[src/rtl/csp_ram.sv]
// Generic single-write, single-read synchronous RAM with registered read data.
`timescale 1ns / 1ps

module csp_ram #(
  parameter int WIDTH = 8,
  parameter int DEPTH = 16
) (
  input  logic                     clk,
  input  logic                     we,
  input  logic [$clog2(DEPTH)-1:0] waddr,
  input  logic [WIDTH-1:0]         wdata,
  input  logic [$clog2(DEPTH)-1:0] raddr,
  output logic [WIDTH-1:0]         rdata
);

  logic [WIDTH-1:0] mem_r [DEPTH];
  logic [WIDTH-1:0] rdata_r;

  always_ff @(posedge clk) begin
    if (we) begin
      mem_r[waddr] <= wdata;
    end
    rdata_r <= mem_r[raddr];
  end

  assign rdata = rdata_r;

endmodule

[config.mk]
export PLATFORM = sky130hd
export DESIGN_NAME = csp_ram
export DESIGN_NICKNAME = d
export VERILOG_FILES = /design/src/rtl/csp_ram.sv
export SDC_FILE = /design/constraint.sdc
export NUM_CORES = 1
export LEC_CHECK = 0
export ABC_AREA = 1
export ABC_CLOCK_PERIOD_IN_PS = 1780
export BUFFER_PORTS_ARGS = -buffer_cell sky130_fd_sc_hd__buf_2
export CORE_ASPECT_RATIO = 1.25
export CORE_MARGIN = 2
export CORE_UTILIZATION = 39
export CTS_CLUSTER_DIAMETER = 40
export DETAILED_ROUTE_END_ITERATION = 8
export GPL_ROUTABILITY_DRIVEN = 0
export PLACE_DENSITY = 0.62
export SETUP_SLACK_MARGIN = 0.05
export SYNTH_ARGS = -nofsm -noshare
export SYNTH_HDL_FRONTEND = slang
export SYNTH_SLANG_ARGS = --single-unit
[constraint.sdc]
create_clock -name clk -period 1.78 [get_ports clk]
set_clock_uncertainty 0.2 [all_clocks]
set_input_delay 0.178 -clock clk [delete_from_list [all_inputs] [get_ports clk]]
set_output_delay 0.178 -clock clk [all_outputs]
set_load 0.1 [all_outputs]
==> impl_metrics.env <==
export IMPL_finalCritPeriodShare_pct=90.7
export IMPL_critPathTopFamily="buffers and inverters"
export IMPL_worstPathRequired_ps=1400
export IMPL_dp_hpwl_um=8200
export IMPL_clk_pin_slew_ps=60
export IMPL_fmaxAchievable_mhz=619
export IMPL_crit_buf_inv=1
export IMPL_async_flop_share_pct=0
export IMPL_ys_warn_count=0
export IMPL_grt_pass1_vias=3786
export IMPL_final_setup_tns_ps=0
export IMPL_route_detailed_drc=0
export IMPL_die_w_um=113
export IMPL_htree_levels=4
export IMPL_maxSlewHeadroom_pct=67.2
export IMPL_cts_inserted_buffers=17
export IMPL_rsz0062_at_grt="false"
export IMPL_initial_core_util_pct=40.0
export IMPL_synth_most_common_cell="nand2_1"
export IMPL_hp_class="primary input to flop"
export IMPL_tritoncts="yes"
export IMPL_clk_latency_ps=410
export IMPL_rows=49
export IMPL_port_buffer_count=25
export IMPL_ctsResizeCount=0
export IMPL_netlist_instances=551
export IMPL_max_slew_worst_pin_slew_ps=491
export IMPL_cts_root_buffer="clkbuf_16"
export IMPL_hold_ws_ps=11.7
export IMPL_fin_crit_ps=1610
export IMPL_cp_arrival_ps=1240
export IMPL_synth_enable_flop_cells=128
export IMPL_power_density_nw_per_um2=1100
export IMPL_hp_start="wdata[4]"
export IMPL_overflow=0
export IMPL_grt_max_degree=65
export IMPL_syn_num_nets=569
export IMPL_antenna_left=0
export IMPL_cts_buffer_depth=2
export IMPL_synthTopCellsByArea="edfxtp_1 67%, nand2_1 11%, nand3_1 8.4%"
export IMPL_initialDrtViolationCount=232
export IMPL_critPathLaunchType="flop"
export IMPL_yosysUniqueCellTypes=12
export IMPL_max_vdd_ir_drop_v=0.000564
export IMPL_syn_area_um2=5770
export IMPL_synth_common_cells="173 x nand2_1, 128 x edfxtp_1, 100 x inv_1"
export IMPL_cp_cell_sequence="buf_2"
export IMPL_hold_viol=0
export IMPL_place_inst=753
export IMPL_fin_util_pct=46.9
export IMPL_maxCapViolations=0
export IMPL_pin_count=26
export IMPL_synth_largest_area_cell="edfxtp_1"
export IMPL_dieArea_um2=15800
export IMPL_cts_setup_buffers=0
export IMPL_status="complete, no violations"
export IMPL_core_um2=14400
export IMPL_cp_startpoint="rdata[5]"
export IMPL_antenna_found_initial=0
export IMPL_grt_first_pass_wirelength_um=20500
export IMPL_synth_seq_cells=136
export IMPL_layout_drive_gt1_share_pct=13.1
export IMPL_diodes=0
export IMPL_wl_per_cell_um=16.4
export IMPL_drtPass1Iterations=4
export IMPL_placed_cell_area_um2=6170
export IMPL_ctsHoldBuffers=3
export IMPL_via_per_inst=4.93
export IMPL_routed_wl_um=13000
export IMPL_netlist_area_leader_share_pct=66.7
export IMPL_worstSetupPathType="flop to output pin"
export IMPL_cp_max_fo=1
export IMPL_max_stage_delay_ps=450
export IMPL_area_growth_pct=17.1
export IMPL_p_leak_nw=2.93
export IMPL_ys_seq_area_share_pct=69.4
export IMPL_slew_viol_final=0
export IMPL_fin_cells=788
export IMPL_globalRouteTotalUtil_pct=17.3
export IMPL_clock_sinks=136
export IMPL_nNetsFinal=615
export IMPL_die_h_um=140
export IMPL_r2r_start="mem_r[9][3]"
export IMPL_final_area_um2=6760
export IMPL_via_count=3885
export IMPL_syn_area_per_cell_um2=10.5
export IMPL_synthFlopType="edfxtp_1"
export IMPL_endpoint_kind="output pin"
export IMPL_slowest_stage="buf_2"
export IMPL_setup_violations=0
==> power breakdown <==
group / internal [mW] / switching [mW] / leakage (nW)
clock network: 1.93 / 1.30 / 0.268
registers: 3.58 / 0.0212 / 1.22
logic: 0.143 / 0.459 / 1.44
==> flip-flops by register name (all words and copies together) (netlist names) <==
signal  flops
rdata       8
mem_r     128
==> worst paths after layout <==
kind / end / slack, ps / cells past startpoint
worst max-delay path: rdata[5] / 170 / 1
worst min-delay path: mem_r[11][4] / 10 / 1
worst max register to register: rdata[3] / 550 / 6
worst min register to register: rdata[4] / 480 / 6
==> cells by family (layout without fill, tap and decap cells) <==
logic type / Yosys count / count (layout) / share of synthesized area (%)
flip-flops: 136 / 136 / 69.4
AND/OR/NAND/NOR: 289 / 289 / 21.0
buffers and inverters: 126 / 185 / 9.52
==> layout make-up <==
cell class | count | area (um2)
inverters | 102 | 383
multi-input cells | 289 | 1210
well taps | 178 | 223
flip-flops and latches | 136 | 4000
fillers | 1304 | 7650
clock buffers | 18 | 429
repair buffers | 51 | 378
clock inverters | 14 | 125
==> through the flow <==
| stage | worst slack, ps | total power, mW |
|---|---|---|
| 4_1_cts | 116 | 7.49 |
| 5_1_grt | 131 | 7.67 |
| 2_1_floorplan | 451 | 4.07 |
| 3_5_place_dp | 231 | 4.27 |
| 6_report | 165 | 7.43 |
| 3_3_place_gp | 235 | 4.26 |
==> metal layers <==
metal  vias to the layer above  global-route usage [%]  part of all wire [%]
li1                       1867                       -                     -
met1                      1885                    21.1                    41
met2                       106                    29.6                    51
met3                        27                    3.63                   4.8
met4                         0                    7.64                   3.3
met5                         -                       0                     0
==> layout by cell type, fill, tap and decap left out <==
master,instances
bufinv_16,1
dfxtp_1,8
clkbuf_1,1
buf_4,19
nor2_1,17
nand2_1,173
edfxtp_1,128
buf_12,4
nand3b_1,2
buf_2,25
nand3_1,97
inv_1,100
clkinv_4,4
dlygate4sd3_1,3
inv_2,2
inv_6,3
clkinv_1,1
clkinvlp_4,2
clkbuf_16,17
clkinv_2,3
No activity file was read; power rests on OpenSTA's default activity.
